### config.mk
export PLATFORM = sky130hd
export DESIGN_NAME = i2c_master_bit_sequencer_top
export DESIGN_NICKNAME = d
export VERILOG_FILES = /design/src/i2cm_pkg.sv /design/src/i2cm_fifo.sv /design/src/i2cm_front.sv /design/src/i2cm_seq.sv /design/src/i2c_master_bit_sequencer_top.sv
export SDC_FILE = /design/constraint.sdc
export NUM_CORES = 1
export LEC_CHECK = 0
export ABC_AREA = 0
export BUFFER_PORTS_ARGS = -buffer_cell sky130_fd_sc_hd__buf_2
export CAP_MARGIN = 15
export CORE_UTILIZATION = 35
export DETAILED_ROUTE_END_ITERATION = 8
export REMOVE_ABC_BUFFERS = 1
export SYNTH_ARGS = -nofsm -noshare
export SYNTH_HDL_FRONTEND = slang
export SYNTH_SLANG_ARGS = --single-unit
### constraint.sdc
create_clock -name clk_i -period 5 [get_ports clk_i]
set_input_delay 0.75 -clock clk_i [delete_from_list [all_inputs] [get_ports clk_i]]
set_output_delay 0.75 -clock clk_i [all_outputs]
set_load 0.01 [all_outputs]
### src/i2cm_pkg.sv
// Shared types and constants for the I2C master bit sequencer.
// No dependencies; imported by every module of the block except i2cm_fifo.
package i2cm_pkg;

  // Commands carried by an input item
  typedef enum logic [2:0] {
    CMD_NONE  = 3'd0,
    CMD_START = 3'd1,
    CMD_STOP  = 3'd2,
    CMD_WRITE = 3'd3,
    CMD_READ  = 3'd4
  } cmd_e;

  // Sequencer phases
  typedef enum logic [3:0] {
    PH_IDLE      = 4'd0,
    PH_START_B   = 4'd1,
    PH_START_C   = 4'd2,
    PH_STOP_B    = 4'd3,
    PH_STOP_C    = 4'd4,
    PH_WR_HIGH   = 4'd5,
    PH_WR_LOW    = 4'd6,
    PH_WR_NEXT   = 4'd7,
    PH_ACK_HIGH  = 4'd8,
    PH_ACK_CHECK = 4'd9,
    PH_RD_HIGH   = 4'd10,
    PH_RD_NEXT   = 4'd11,
    PH_RP_HIGH   = 4'd12,
    PH_RP_END    = 4'd13
  } phase_e;

  // Configuration register indexes
  typedef enum logic {
    REG_TICKS      = 1'b0,
    REG_POLL_LIMIT = 1'b1
  } reg_idx_e;

  localparam int unsigned CfgDataW = 16;

  localparam logic [15:0] TICKS_RESET      = 16'd1;
  localparam logic [7:0]  POLL_LIMIT_RESET = 8'd250;

  // Wait lengths in delay units
  localparam logic [2:0] WAIT_LONG  = 3'd4;
  localparam logic [2:0] WAIT_MID   = 3'd2;
  localparam logic [2:0] WAIT_SHORT = 3'd1;

  // One tick as seen on the input side
  typedef struct packed {
    logic [2:0] command;
    logic [7:0] data_byte;
    logic       send_ack;
    logic       sda_in;
  } in_item_t;

  // Classified tick handed from the front end to the sequencer
  typedef struct packed {
    cmd_e       op;
    logic [7:0] data_byte;
    logic       send_ack;
    logic       sda_in;
  } seq_item_t;

  // Pin and status snapshot after one tick
  typedef struct packed {
    logic       scl_level;
    logic       sda_level;
    logic       sda_drive;
    logic       busy_res;
    logic       done_res;
    logic [7:0] rx_byte;
    logic       ack_received;
    logic       timed_out;
  } res_t;

endpackage

### src/i2cm_fifo.sv
// Small register FIFO used for the command and result queues.
// Generic in width and depth; no package dependency.
module i2cm_fifo #(
  parameter int unsigned Width = 8,
  parameter int unsigned Depth = 2
) (
  input  logic             clk_i,
  input  logic             rst_ni,
  input  logic             push_i,
  input  logic [Width-1:0] wdata_i,
  output logic             full_o,
  input  logic             pop_i,
  output logic [Width-1:0] rdata_o,
  output logic             empty_o
);

  localparam int unsigned PtrW = (Depth > 1) ? $clog2(Depth) : 1;
  localparam int unsigned CntW = $clog2(Depth + 1);

  logic [Width-1:0] mem_q [Depth];
  logic [PtrW-1:0]  wr_ptr_q, rd_ptr_q;
  logic [CntW-1:0]  count_q;
  logic             do_push, do_pop;

  assign full_o  = (count_q == CntW'(Depth));
  assign empty_o = (count_q == '0);
  assign do_push = push_i && !full_o;
  assign do_pop  = pop_i && !empty_o;
  assign rdata_o = mem_q[rd_ptr_q];

  // storage
  always_ff @(posedge clk_i) begin
    if (do_push) begin
      mem_q[wr_ptr_q] <= wdata_i;
    end
  end

  // pointers and fill count
  always_ff @(posedge clk_i or negedge rst_ni) begin
    if (!rst_ni) begin
      wr_ptr_q <= '0;
      rd_ptr_q <= '0;
      count_q  <= '0;
    end else begin
      if (do_push) begin
        wr_ptr_q <= (wr_ptr_q == PtrW'(Depth - 1)) ? '0 : wr_ptr_q + 1'b1;
      end
      if (do_pop) begin
        rd_ptr_q <= (rd_ptr_q == PtrW'(Depth - 1)) ? '0 : rd_ptr_q + 1'b1;
      end
      if (do_push && !do_pop) begin
        count_q <= count_q + 1'b1;
      end else if (do_pop && !do_push) begin
        count_q <= count_q - 1'b1;
      end
    end
  end

endmodule

### src/i2cm_front.sv
// Front end: decodes the command field and queues classified ticks.
// Depends on i2cm_pkg and i2cm_fifo.
module i2cm_front import i2cm_pkg::*; #(
  parameter int unsigned Depth = 2
) (
  input  logic      clk_i,
  input  logic      rst_ni,
  input  logic      push_i,
  input  in_item_t  item_i,
  output logic      full_o,
  input  logic      pop_i,
  output seq_item_t item_o,
  output logic      valid_o
);

  seq_item_t cls;
  logic      empty;

  // unknown command codes behave as no command
  always_comb begin
    cls.data_byte = item_i.data_byte;
    cls.send_ack  = item_i.send_ack;
    cls.sda_in    = item_i.sda_in;
    unique case (cmd_e'(item_i.command))
      CMD_START: cls.op = CMD_START;
      CMD_STOP:  cls.op = CMD_STOP;
      CMD_WRITE: cls.op = CMD_WRITE;
      CMD_READ:  cls.op = CMD_READ;
      default:   cls.op = CMD_NONE;
    endcase
  end

  i2cm_fifo #(
    .Width($bits(seq_item_t)),
    .Depth(Depth)
  ) u_cmd_q (
    .clk_i,
    .rst_ni,
    .push_i,
    .wdata_i(cls),
    .full_o,
    .pop_i,
    .rdata_o(item_o),
    .empty_o(empty)
  );

  assign valid_o = !empty;

endmodule

### src/i2cm_seq.sv
// Back end: the SCL/SDA sequencer, advancing one step per queued tick.
// Depends on i2cm_pkg; holds the configuration registers.
module i2cm_seq import i2cm_pkg::*; (
  input  logic                clk_i,
  input  logic                rst_ni,
  input  logic                cfg_we_i,
  input  logic                cfg_idx_i,
  input  logic [CfgDataW-1:0] cfg_wdata_i,
  input  logic                valid_i,
  input  seq_item_t           item_i,
  output logic                pop_o,
  input  logic                res_full_i,
  output logic                res_push_o,
  output res_t                res_o
);

  logic [15:0] ticks_q;
  logic [7:0]  limit_q;

  phase_e      phase_q, phase_d;
  logic [3:0]  bc_q, bc_d;
  logic [15:0] delay_q, delay_d;
  logic [2:0]  unit_q, unit_d;
  logic [7:0]  shift_q, shift_d;
  logic [8:0]  poll_q, poll_d;
  logic        scl_q, scl_d, sda_q, sda_d, drive_q, drive_d;
  logic        ack_q, ack_d, tout_q, tout_d, reply_q, reply_d;
  logic [7:0]  rx_q, rx_d;
  logic        done;
  logic        step;
  logic [15:0] ticks_eff, delay_inc;
  logic [3:0]  bc_inc;
  logic [8:0]  poll_inc;

  assign step       = valid_i && !res_full_i;
  assign pop_o      = step;
  assign res_push_o = step;
  assign ticks_eff  = (ticks_q == '0) ? 16'd1 : ticks_q;
  assign delay_inc  = delay_q + 16'd1;
  assign bc_inc     = bc_q + 4'd1;
  assign poll_inc   = poll_q + 9'd1;

  // configuration registers
  always_ff @(posedge clk_i or negedge rst_ni) begin
    if (!rst_ni) begin
      ticks_q <= TICKS_RESET;
      limit_q <= POLL_LIMIT_RESET;
    end else if (cfg_we_i) begin
      if (reg_idx_e'(cfg_idx_i) == REG_TICKS) begin
        ticks_q <= cfg_wdata_i;
      end else begin
        limit_q <= cfg_wdata_i[7:0];
      end
    end
  end

  // next state of one tick
  always_comb begin
    phase_d = phase_q;
    bc_d    = bc_q;
    delay_d = delay_q;
    unit_d  = unit_q;
    shift_d = shift_q;
    poll_d  = poll_q;
    scl_d   = scl_q;
    sda_d   = sda_q;
    drive_d = drive_q;
    ack_d   = ack_q;
    tout_d  = tout_q;
    reply_d = reply_q;
    rx_d    = rx_q;
    done    = 1'b0;
    if (phase_q == PH_IDLE) begin
      if (item_i.op != CMD_NONE) begin
        ack_d  = 1'b0;
        tout_d = 1'b0;
      end
      unique case (item_i.op)
        CMD_START: begin
          drive_d = 1'b1; sda_d = 1'b1; scl_d = 1'b1;
          unit_d = WAIT_LONG; delay_d = '0; phase_d = PH_START_B;
        end
        CMD_STOP: begin
          drive_d = 1'b1; scl_d = 1'b0; sda_d = 1'b0;
          unit_d = WAIT_LONG; delay_d = '0; phase_d = PH_STOP_B;
        end
        CMD_WRITE: begin
          shift_d = item_i.data_byte; bc_d = '0;
          drive_d = 1'b1; sda_d = item_i.data_byte[7];
          unit_d = WAIT_SHORT; delay_d = '0; phase_d = PH_WR_HIGH;
        end
        CMD_READ: begin
          reply_d = item_i.send_ack;
          drive_d = 1'b0; scl_d = 1'b0; shift_d = '0; bc_d = '0;
          unit_d = WAIT_MID; delay_d = '0; phase_d = PH_RD_HIGH;
        end
        default: ;
      endcase
    end else begin
      // count down the pending wait
      if (unit_q != '0) begin
        if (delay_inc >= ticks_eff) begin
          delay_d = '0;
          unit_d  = unit_q - 3'd1;
        end else begin
          delay_d = delay_inc;
        end
      end
      // pin action once the wait is over
      if (unit_d == '0) begin
        unique case (phase_q)
          PH_START_B: begin
            sda_d = 1'b0; unit_d = WAIT_LONG; delay_d = '0; phase_d = PH_START_C;
          end
          PH_START_C: begin
            scl_d = 1'b0; phase_d = PH_IDLE; done = 1'b1;
          end
          PH_STOP_B: begin
            scl_d = 1'b1; sda_d = 1'b1;
            unit_d = WAIT_LONG; delay_d = '0; phase_d = PH_STOP_C;
          end
          PH_STOP_C: begin
            phase_d = PH_IDLE; done = 1'b1;
          end
          PH_WR_HIGH: begin
            scl_d = 1'b1; unit_d = WAIT_MID; delay_d = '0; phase_d = PH_WR_LOW;
          end
          PH_WR_LOW: begin
            scl_d = 1'b0; unit_d = WAIT_SHORT; delay_d = '0; phase_d = PH_WR_NEXT;
          end
          PH_WR_NEXT: begin
            bc_d = bc_inc;
            if (!bc_inc[3]) begin
              sda_d = shift_q[3'd7 - bc_inc[2:0]];
              unit_d = WAIT_SHORT; delay_d = '0; phase_d = PH_WR_HIGH;
            end else begin
              // release SDA for the acknowledge bit
              drive_d = 1'b0; sda_d = 1'b1; poll_d = '0;
              unit_d = WAIT_SHORT; delay_d = '0; phase_d = PH_ACK_HIGH;
            end
          end
          PH_ACK_HIGH: begin
            scl_d = 1'b1; unit_d = WAIT_SHORT; delay_d = '0; phase_d = PH_ACK_CHECK;
          end
          PH_ACK_CHECK: begin
            if (!item_i.sda_in) begin
              scl_d = 1'b0; ack_d = 1'b1; phase_d = PH_IDLE; done = 1'b1;
            end else begin
              poll_d = poll_inc;
              if (poll_inc > {1'b0, limit_q}) begin
                // no acknowledge in time: send stop
                tout_d = 1'b1;
                drive_d = 1'b1; scl_d = 1'b0; sda_d = 1'b0;
                unit_d = WAIT_LONG; delay_d = '0; phase_d = PH_STOP_B;
              end
            end
          end
          PH_RD_HIGH: begin
            scl_d = 1'b1;
            shift_d = {shift_q[6:0], item_i.sda_in};
            bc_d = bc_inc;
            unit_d = WAIT_SHORT; delay_d = '0; phase_d = PH_RD_NEXT;
          end
          PH_RD_NEXT: begin
            scl_d = 1'b0;
            if (!bc_q[3]) begin
              unit_d = WAIT_MID; delay_d = '0; phase_d = PH_RD_HIGH;
            end else begin
              drive_d = 1'b1; sda_d = !reply_q;
              unit_d = WAIT_MID; delay_d = '0; phase_d = PH_RP_HIGH;
            end
          end
          PH_RP_HIGH: begin
            scl_d = 1'b1; unit_d = WAIT_MID; delay_d = '0; phase_d = PH_RP_END;
          end
          PH_RP_END: begin
            scl_d = 1'b0; rx_d = shift_q; phase_d = PH_IDLE; done = 1'b1;
          end
          default: phase_d = PH_IDLE;
        endcase
      end
    end
  end

  // result of this tick
  always_comb begin
    res_o.scl_level    = scl_d;
    res_o.sda_level    = sda_d;
    res_o.sda_drive    = drive_d;
    res_o.busy_res     = (phase_d != PH_IDLE);
    res_o.done_res     = done;
    res_o.rx_byte      = rx_d;
    res_o.ack_received = ack_d;
    res_o.timed_out    = tout_d;
  end

  // sequencer state
  always_ff @(posedge clk_i or negedge rst_ni) begin
    if (!rst_ni) begin
      phase_q <= PH_IDLE;
      bc_q    <= '0;
      delay_q <= '0;
      unit_q  <= '0;
      shift_q <= '0;
      poll_q  <= '0;
      scl_q   <= 1'b1;
      sda_q   <= 1'b1;
      drive_q <= 1'b1;
      ack_q   <= 1'b0;
      tout_q  <= 1'b0;
      reply_q <= 1'b0;
      rx_q    <= '0;
    end else if (step) begin
      phase_q <= phase_d;
      bc_q    <= bc_d;
      delay_q <= delay_d;
      unit_q  <= unit_d;
      shift_q <= shift_d;
      poll_q  <= poll_d;
      scl_q   <= scl_d;
      sda_q   <= sda_d;
      drive_q <= drive_d;
      ack_q   <= ack_d;
      tout_q  <= tout_d;
      reply_q <= reply_d;
      rx_q    <= rx_d;
    end
  end

endmodule

### src/i2c_master_bit_sequencer_top.sv
// I2C master bit sequencer, top level.
// Depends on i2cm_pkg, i2cm_front, i2cm_seq and i2cm_fifo.

// Each accepted item is one clock tick of the I2C master: it carries the
// sampled SDA level and, while no sequence runs, a command (start, stop,
// write byte, read byte). Every tick yields exactly one result with the
// SCL/SDA levels, SDA drive enable and status after that tick. The block
// sustains one tick per clock while the result FIFO has room: ticks queue in
// a short command FIFO, the sequencer consumes one per clock from its head
// unless the result FIFO is full, and each result is written into a result
// FIFO when its tick is consumed, from which it can then be popped.
// Either side may stall without losing ticks; the queues are QueueDepth deep.
// Configuration (register 0: ticks per delay unit, register 1: acknowledge
// poll limit) must be written only while no ticks are in flight.
module i2c_master_bit_sequencer_top import i2cm_pkg::*; #(
  parameter int unsigned QueueDepth = 2
) (
  input  logic                clk_i,
  input  logic                rst_ni,
  input  logic                push,
  output logic                full,
  input  in_item_t            in_i,
  output logic                empty,
  input  logic                pop,
  output res_t                res_o,
  input  logic                cfg_we_i,
  input  logic                cfg_idx_i,
  input  logic [CfgDataW-1:0] cfg_wdata_i
);

  seq_item_t seq_item;
  logic      seq_valid, seq_pop;
  logic      res_push, res_full;
  res_t      seq_res;

  i2cm_front #(
    .Depth(QueueDepth)
  ) u_front (
    .clk_i,
    .rst_ni,
    .push_i (push),
    .item_i (in_i),
    .full_o (full),
    .pop_i  (seq_pop),
    .item_o (seq_item),
    .valid_o(seq_valid)
  );

  i2cm_seq u_seq (
    .clk_i,
    .rst_ni,
    .cfg_we_i,
    .cfg_idx_i,
    .cfg_wdata_i,
    .valid_i   (seq_valid),
    .item_i    (seq_item),
    .pop_o     (seq_pop),
    .res_full_i(res_full),
    .res_push_o(res_push),
    .res_o     (seq_res)
  );

  i2cm_fifo #(
    .Width($bits(res_t)),
    .Depth(QueueDepth)
  ) u_res_q (
    .clk_i,
    .rst_ni,
    .push_i (res_push),
    .wdata_i(seq_res),
    .full_o (res_full),
    .pop_i  (pop),
    .rdata_o(res_o),
    .empty_o(empty)
  );

`ifndef NO_ASSERTIONS
  // a finishing tick never reports a sequence still running
  a_done_not_busy: assert property (@(posedge clk_i) disable iff (!rst_ni)
    !empty && res_o.done_res |-> !res_o.busy_res)
    else $error("done_res with busy_res set");

  // acknowledge and timeout never reported together
  a_ack_xor_tout: assert property (@(posedge clk_i) disable iff (!rst_ni)
    !empty |-> !(res_o.ack_received && res_o.timed_out))
    else $error("ack_received and timed_out both set");

  // an accepted tick is queued for the sequencer on the next clock
  a_push_reaches_seq: assert property (@(posedge clk_i) disable iff (!rst_ni)
    push && !full |=> seq_valid)
    else $error("accepted tick missing from command queue");
`endif

endmodule

==> summary.md, run 1 <==
| Metric | Value |
|---|---|
| Outcome | `completed` |
| Crit path from | `u_seq.delay_q[0]` |
| I/O Pins | `52` |
| Iter 0 DRT Violations | `around 430` |
| Pre-Repair DR Iteration Count | `5` |
| Die Area | `0.0230 mm^2` |
| Async SR Flop Fraction | `0.616` |
| Initial antenna violation count | `0` |
| Reg2reg end | `u_res_q.mem_q[0][13]` |
| Cell taking the most area after synthesis | `dfrtp_1` |
| Reg2reg path depth | `17` |
| Clock Skews | `0.00702 ns` |
| Critical path class | `flip-flop to flip-flop` |
| Cts repair resizes | `0` |
| Netlist cell types | `67` |
| Post-route ant nets | `0` |
| Final Cycle Share | `0.936` |
| Crit. End Element | `flip-flop` |
| Pwr dens | `between 500 and 600 mW/mm^2` |
| Area grow syn2layout | `15.3%` |
| Max_slew headroom | `0.293` |
| Post-CTS Setup Inserts | `0` |
| EDFF count, synth | `56` |
| CTS Hold Buffers Added | `0` |
| Worst Path Arrival | `4.80 ns` |
| Worst-Skew Late Latency | `around 0.43 ns` |
| Post-DP HPWL | `12500 um` |
| R2R setup slack | `~0.32 ns` |
| Share of layout cells above drive strength 1 | `0.210` |
| Nature of the critical path startpoint | `flip-flop` |
| ANT cells | `0` |
| Vias/cell | `5.27` |
| PortBufs | `approximately 50` |
| RR Startpoint | `u_seq.delay_q[0]` |
| First-pass GRT wire length | `29000 um` |
| GRT Total Usage | `0.164` |
| Synth Warn # | `0` |
| Setup TNS | `0 ns` |
| DR vias | `5726` |
| Clock sink total | `146` |
| Clock tree buffer depth | `2` |
| RSZ-0062 raised after global routing | `no` |
| Final setup violating endpoints | `0` |
| Static leakage | `slightly below 4 nW` |
| Die Height | `152 um` |
| Yosys reg bits | `146` |
| Post-placement cell count | `~1100` |
| Largest net degree at the start of global routing | `55` |
| Worst EP required | `around 5 ns` |
| Dominant synthesized flop cell | `dfrtp_1` |
| CTS tree | `done` |
| Routed WL | `17400 um` |
| Core Region | `0.0219 mm^2` |
| Sequential share of the synthesized area | `0.504` |
| Cts bufs inserted | `17` |
| Fmax | `214 MHz` |
| Final Non-Filler Cells | `1086` |
| Yosys top cell area share | `0.256` |
| Pins Over Slew Limit | `0` |
| Max H-tree Level | `4` |
| DRC Markers | `0` |
| Maxcap violations | `0` |
| Fillers | `2130` |
| Reg area | `0.00395 mm^2` |
| Vias in the first global route | `between 5000 and 6000` |
| Commonest non-fill, non-tap cell in the layout | `dfrtp_1` |
| Grt total ovfl | `0` |
| Slew @ Worst Pin | `1.06 ns` |
| Max rail drop VDD | `0.217 mV` |
| Post-Synthesis Cell Area | `0.00782 mm^2` |
| Die W | `152 um` |
| Gpl congestion | `0.937` |
| Wire per inst | `16.1 um` |
| Synth Instances | `737` |
| Clock transition at path regs | `0.06 ns` |
| Power Total | `around 0.0053 W` |
| Area of the multi-input gates | `between 0.003 and 0.004 mm^2` |
| Row cnt | `54` |
| Initial Util | `0.357` |
| Final Hold Fails | `0` |
| Min Tclk post-route | `4.68 ns` |
| Synth top area cells | `dfrtp_1 26%, edfxtp_1 21%, mux2_2 6.3%` |
| Most frequent cells in the layout | `80 x dfrtp_1, 60 x nand2_1, 59 x o21ai_0` |
| Min-delay worst type | `input port to async pin` |
| Clk root buf | `clkbuf_16` |
| Final Core Density | `0.412` |
| Max FO, Critical Path | `9` |
| Layout Nets | `859` |
| Synth Area per Inst | `10.6 um^2` |
[kinds of logic (layout without fill, tap and decap cells)]
logic type / Yosys count / in the layout / share of synthesized area
AND/OR/NAND/NOR: 213 / 213 / 0.129
AO/OA/AOI/OAI: 182 / 182 / 0.155
flip-flops: 146 / 146 / 0.504
buffers and inverters: 69 / 138 / 0.0334
multiplexers: 62 / 62 / 0.0896
XOR/XNOR: 33 / 33 / 0.0369
adder cells (fa/ha/maj): 32 / 32 / 0.0509
[metrics by stage]
step,setup WS (ns),hold slack (ns),cell area (um^2)
after CTS,0.378,0.295,9020
after global routing,0.00387,0.317,9020
after global placement,0.587,0.483,8430
after detailed placement,0.389,0.483,8430
after floorplan,0.302,0.454,7710
final,0.322,0.279,9020
[flip-flops by register name, indices dropped and copies added (netlist names), 2 cells and up]
| register | cells |
|---|---|
| u_res_q.count_q | 2 |
| u_seq.poll_q | 9 |
| u_seq.shift_q | 8 |
| u_seq.rx_q | 8 |
| u_res_q.mem_q | 30 |
| u_front.u_cmd_q.mem_q | 26 |
| u_seq.unit_q | 3 |
| u_seq.bc_q | 4 |
| u_seq.phase_q | 4 |
| u_seq.ticks_q | 16 |
| u_seq.limit_q | 8 |
| u_seq.delay_q | 16 |
| u_front.u_cmd_q.count_q | 2 |
[critical path, stage by stage (launching register included)]
cell	delay, ns
dfrtp_1	0.41
ha_1	0.20
and3_1	0.22
and3_1	0.19
and3_1	0.23
and3_1	0.24
nand3_1	0.11
xnor2_1	0.16
ha_1	0.28
nand2_1	0.08
o21ai_1	0.21
nor3_1	0.08
buf_4	0.16
a211oi_1	0.45
o32a_1	0.49
nand2_1	0.15
o311ai_0	0.46
o221ai_1	0.25
[cell usage after synthesis, types with 5 or more instances]
library cell and instances:
a21oi_1 37, o21ai_0 59, a22o_1 9, nand3_1 23, o22ai_1 6, xor2_1 11, mux2i_1 16, edfxtp_1 56
nor3_1 12, mux2_2 44, ha_1 31, nor2_1 56, and3_1 13, dfstp_2 10, or2_2 5, nor2b_1 13
inv_1 39, nor4_1 7, clkbuf_1 26, nand2_1 60, xnor2_1 22, a31oi_1 12, nand2b_1 7, dfrtp_1 80
[layer usage]
layer  track usage  vias to the layer above  wire [um]
met5             0                        -          0
met4        0.0634                        0        390
met3        0.0374                       29        839
met2         0.256                      136       7920
met1         0.219                     2739       8280
li1              -                     2822          -
[where the power goes]
part | internal (W) | switching (W)
clock | 0.000710 | 0.000561
combinational | 0.000847 | 0.00119
sequential | 0.00170 | 0.000339
[layout make-up]
class / instances / area share
clock buffers: 17 / 0.0472
clock inverters: 15 / 0.0182
inverters: 40 / 0.0166
multi-input cells: 522 / 0.401
flip-flops and latches: 146 / 0.437
well taps: 280 / 0.0388
repair buffers: 66 / 0.0410
[worst max-delay path by stage]
stage                                       to  slack (ns)  cells past startpoint
after floorplan               u_seq.shift_q[0]        0.30                     16
after global placement           u_seq.rx_q[4]        0.59                     17
after detailed placement  u_res_q.mem_q[1][13]        0.39                     17
after CTS                 u_res_q.mem_q[0][13]        0.38                     17
after global routing      u_res_q.mem_q[0][13]       0.004                     17
final                     u_res_q.mem_q[0][13]        0.32                     17
(Power assumes the default switching activity.)
==> run 2, diff against run 1 <==
--- a/config.mk
+++ b/config.mk
@@ -10,7 +10,6 @@
 export CAP_MARGIN = 15
 export CORE_UTILIZATION = 35
 export DETAILED_ROUTE_END_ITERATION = 8
-export REMOVE_ABC_BUFFERS = 1
 export SYNTH_ARGS = -nofsm -noshare
 export SYNTH_HDL_FRONTEND = slang
 export SYNTH_SLANG_ARGS = --single-unit
==> summary.md, run 2 (synthesized netlist as in run 1, its figures left out) <==
| Metric | Value |
|---|---|
| Pre-Repair DR Iteration Count | `5` |
| Cts bufs inserted | `17` |
| Outcome | `completed` |
| Share of layout cells above drive strength 1 | `0.212` |
| Commonest non-fill, non-tap cell in the layout | `dfrtp_1` |
| ANT cells | `0` |
| Die Height | `152 um` |
| Max H-tree Level | `4` |
| Met2 usage | `0.240` |
| Worst EP required | `5.13 ns` |
| Layout Nets | `860` |
| Slew @ Worst Pin | `about 1.0 ns` |
| Row cnt | `54` |
| RSZ-0062 raised after global routing | `no` |
| Syn_nets | `approximately 800` |
| Clock transition at path regs | `approximately 0.060 ns` |
| Most frequent cells in the layout | `80 x dfrtp_1, 60 x nand2_1, 59 x o21ai_0` |
| Routed WL | `17200 um` |
| Static leakage | `between 3 and 4 nW` |
| Gpl congestion | `0.889` |
| Initial Util | `0.357` |
| Crit. End Element | `flip-flop` |
| Core Region | `between 0.02 and 0.025 mm^2` |
| Clock tree buffer depth | `2` |
| Area of the multi-input gates | `0.00362 mm^2` |
| Min Tclk post-route | `4.65 ns` |
| Post-DP HPWL | `12200 um` |
| Fmax | `215 MHz` |
| CTS tree | `done` |
| Initial antenna violation count | `0` |
| Reg area | `0.00395 mm^2` |
| Met3 usage | `0.0338` |
| DRC Markers | `0` |
| Max stage delay on crit path | `0.48 ns` |
| Area grow syn2layout | `15.1%` |
| Largest Register | `u_res_q.mem_q` |
| Max rail drop VDD | `roughly 0.27 mV` |
| Pins Over Slew Limit | `0` |
| First-pass GRT wire length | `around 28000 um` |
| Final Cycle Share | `0.930` |
| Post-CTS Setup Inserts | `0` |
| Pwr dens | `587 mW/mm^2` |
| M1 GR Usage | `0.221` |
| R2R setup slack | `0.35 ns` |
| Wire per inst | `about 16 um` |
| Min-delay worst type | `input port to async pin` |
| Die Area | `0.0230 mm^2` |
| Max FO, Critical Path | `9` |
| Clock sink total | `146` |
| Post-route ant nets | `0` |
| Vias/cell | `between 5 and 6` |
| PortBufs | `51` |
| Die W | `between 150 and 200 um` |
| Worst-Skew Late Latency | `0.43 ns` |
| GRT Total Usage | `0.159` |
| Biggest registers after layout | `u_res_q.mem_q (30), u_front.u_cmd_q.mem_q (26)` |
| CP cell instances | `ha_1 -> and3_1 -> and3_1 -> and3_1 -> and3_1 -> nand3_1 -> xnor2_1 -> ha_1 -> nand2_1 -> o21ai_1 -> nor2_1 -> a211oi_1 -> o32a_1 -> nand2_1 -> o311ai_0 -> o221ai_1` |
| Setup TNS | `0 ns` |
| Clock Skews | `0.0110 ns` |
| Max_slew headroom | `0.300` |
| Critical path class | `flip-flop to flip-flop` |
| Number of flip-flops in the largest register | `30` |
| Fillers | `2134` |
| Vias in the first global route | `5422` |
| CP most frequent cell | `and3_1` |
| I/O Pins | `52` |
| Pre-CTS setup slack | `0.264 ns` |
| Clk root buf | `clkbuf_16` |
| Maxcap violations | `0` |
| Nature of the critical path startpoint | `flip-flop` |
| Final worst slack | `around 0.35 ns` |
| DR vias | `5722` |
| Final setup violating endpoints | `0` |
| Slowest library cell on the worst path | `o32a_1` |
| Final Hold Fails | `0` |
| Largest net degree at the start of global routing | `66` |
| Power Total | `0.00529 W` |
| GR peak layer | `met2` |
| Iter 0 DRT Violations | `about 360` |
| Grt total ovfl | `0` |
| Worst Path Arrival | `4.79 ns` |
==> run 2: cell types whose count changed in the layout (fill, tap and decap cells not counted) <==
cell,previous run,this run
clkbuf_1,0,1
buf_4,16,17
nor3_2,0,1
clkinv_8,1,0
clkinv_1,2,1
clkinv_4,1,2
nor3_1,12,11
inv_8,4,5
bufinv_16,1,0
==> run 2: per-stage QoR <==
stage,utilization,cell area [um^2],hold slack [ns],std cells
4_1_cts,0.411,9000,0.453,1087
5_1_grt,0.412,9010,0.486,1087
3_5_place_dp,0.386,8440,0.486,1055
3_3_place_gp,0.386,8440,0.476,1055
6_report,0.412,9010,0.423,1087
2_1_floorplan,-,7820,0.454,737
==> run 2: worst max-delay path: cells and delay by family (launching register included) <==
family	cells	cell delay (ns)
compound gates	5	1.89
simple gates	8	1.39
fa+ha+maj	2	0.49
flops	1	0.41
xor+xnor	1	0.16
==> run 2: power breakdown <==
group          switching [W]  leakage, nW  total, W  internal [W]
clock network       0.000550        0.276   0.00121      0.000661
registers           0.000339         1.65   0.00204       0.00170
logic                0.00118         1.91   0.00204      0.000861
==> run 2: metal layers <==
| layer | part of all wire | up-vias | wire [um] |
|---|---|---|---|
| met1 | 0.48 | 2731 | 8250 |
| met5 | 0 | - | 0 |
| met2 | 0.45 | 140 | 7760 |
| met3 | 0.050 | 23 | 861 |
| li1 | - | 2828 | - |
| met4 | 0.018 | 0 | 312 |
==> run 2: layout make-up <==
| cell class | count | share of cell area |
|---|---|---|
| clock buffers | 18 | 0.0476 |
| clock inverters | 14 | 0.0149 |
| inverters | 40 | 0.0167 |
| multi-input cells | 522 | 0.402 |
| flip-flops and latches | 146 | 0.438 |
| well taps | 280 | 0.0389 |
| repair buffers | 67 | 0.0419 |
==> run 2: final timing paths <==
check                                  from              endpoint  cells after the start
max in group asynchronous            rst_ni      u_seq.ticks_q[0]                      2
setup / recovery           u_seq.delay_q[0]  u_res_q.mem_q[0][13]                     16
min in group clk_i         u_res_q.wr_ptr_q      u_res_q.wr_ptr_q                      1
setup reg to reg           u_seq.delay_q[0]  u_res_q.mem_q[0][13]                     16
hold reg to reg            u_res_q.wr_ptr_q      u_res_q.wr_ptr_q                      1
hold / removal                       rst_ni         u_seq.rx_q[3]                      1
==> run 2: what timing repair did <==
| action | in CTS | in global routing |
|---|---|---|
| setup endpoints to repair | 0 | 14 |
| resized for setup | 0 | 1 |
| hold buffers | 0 | 0 |
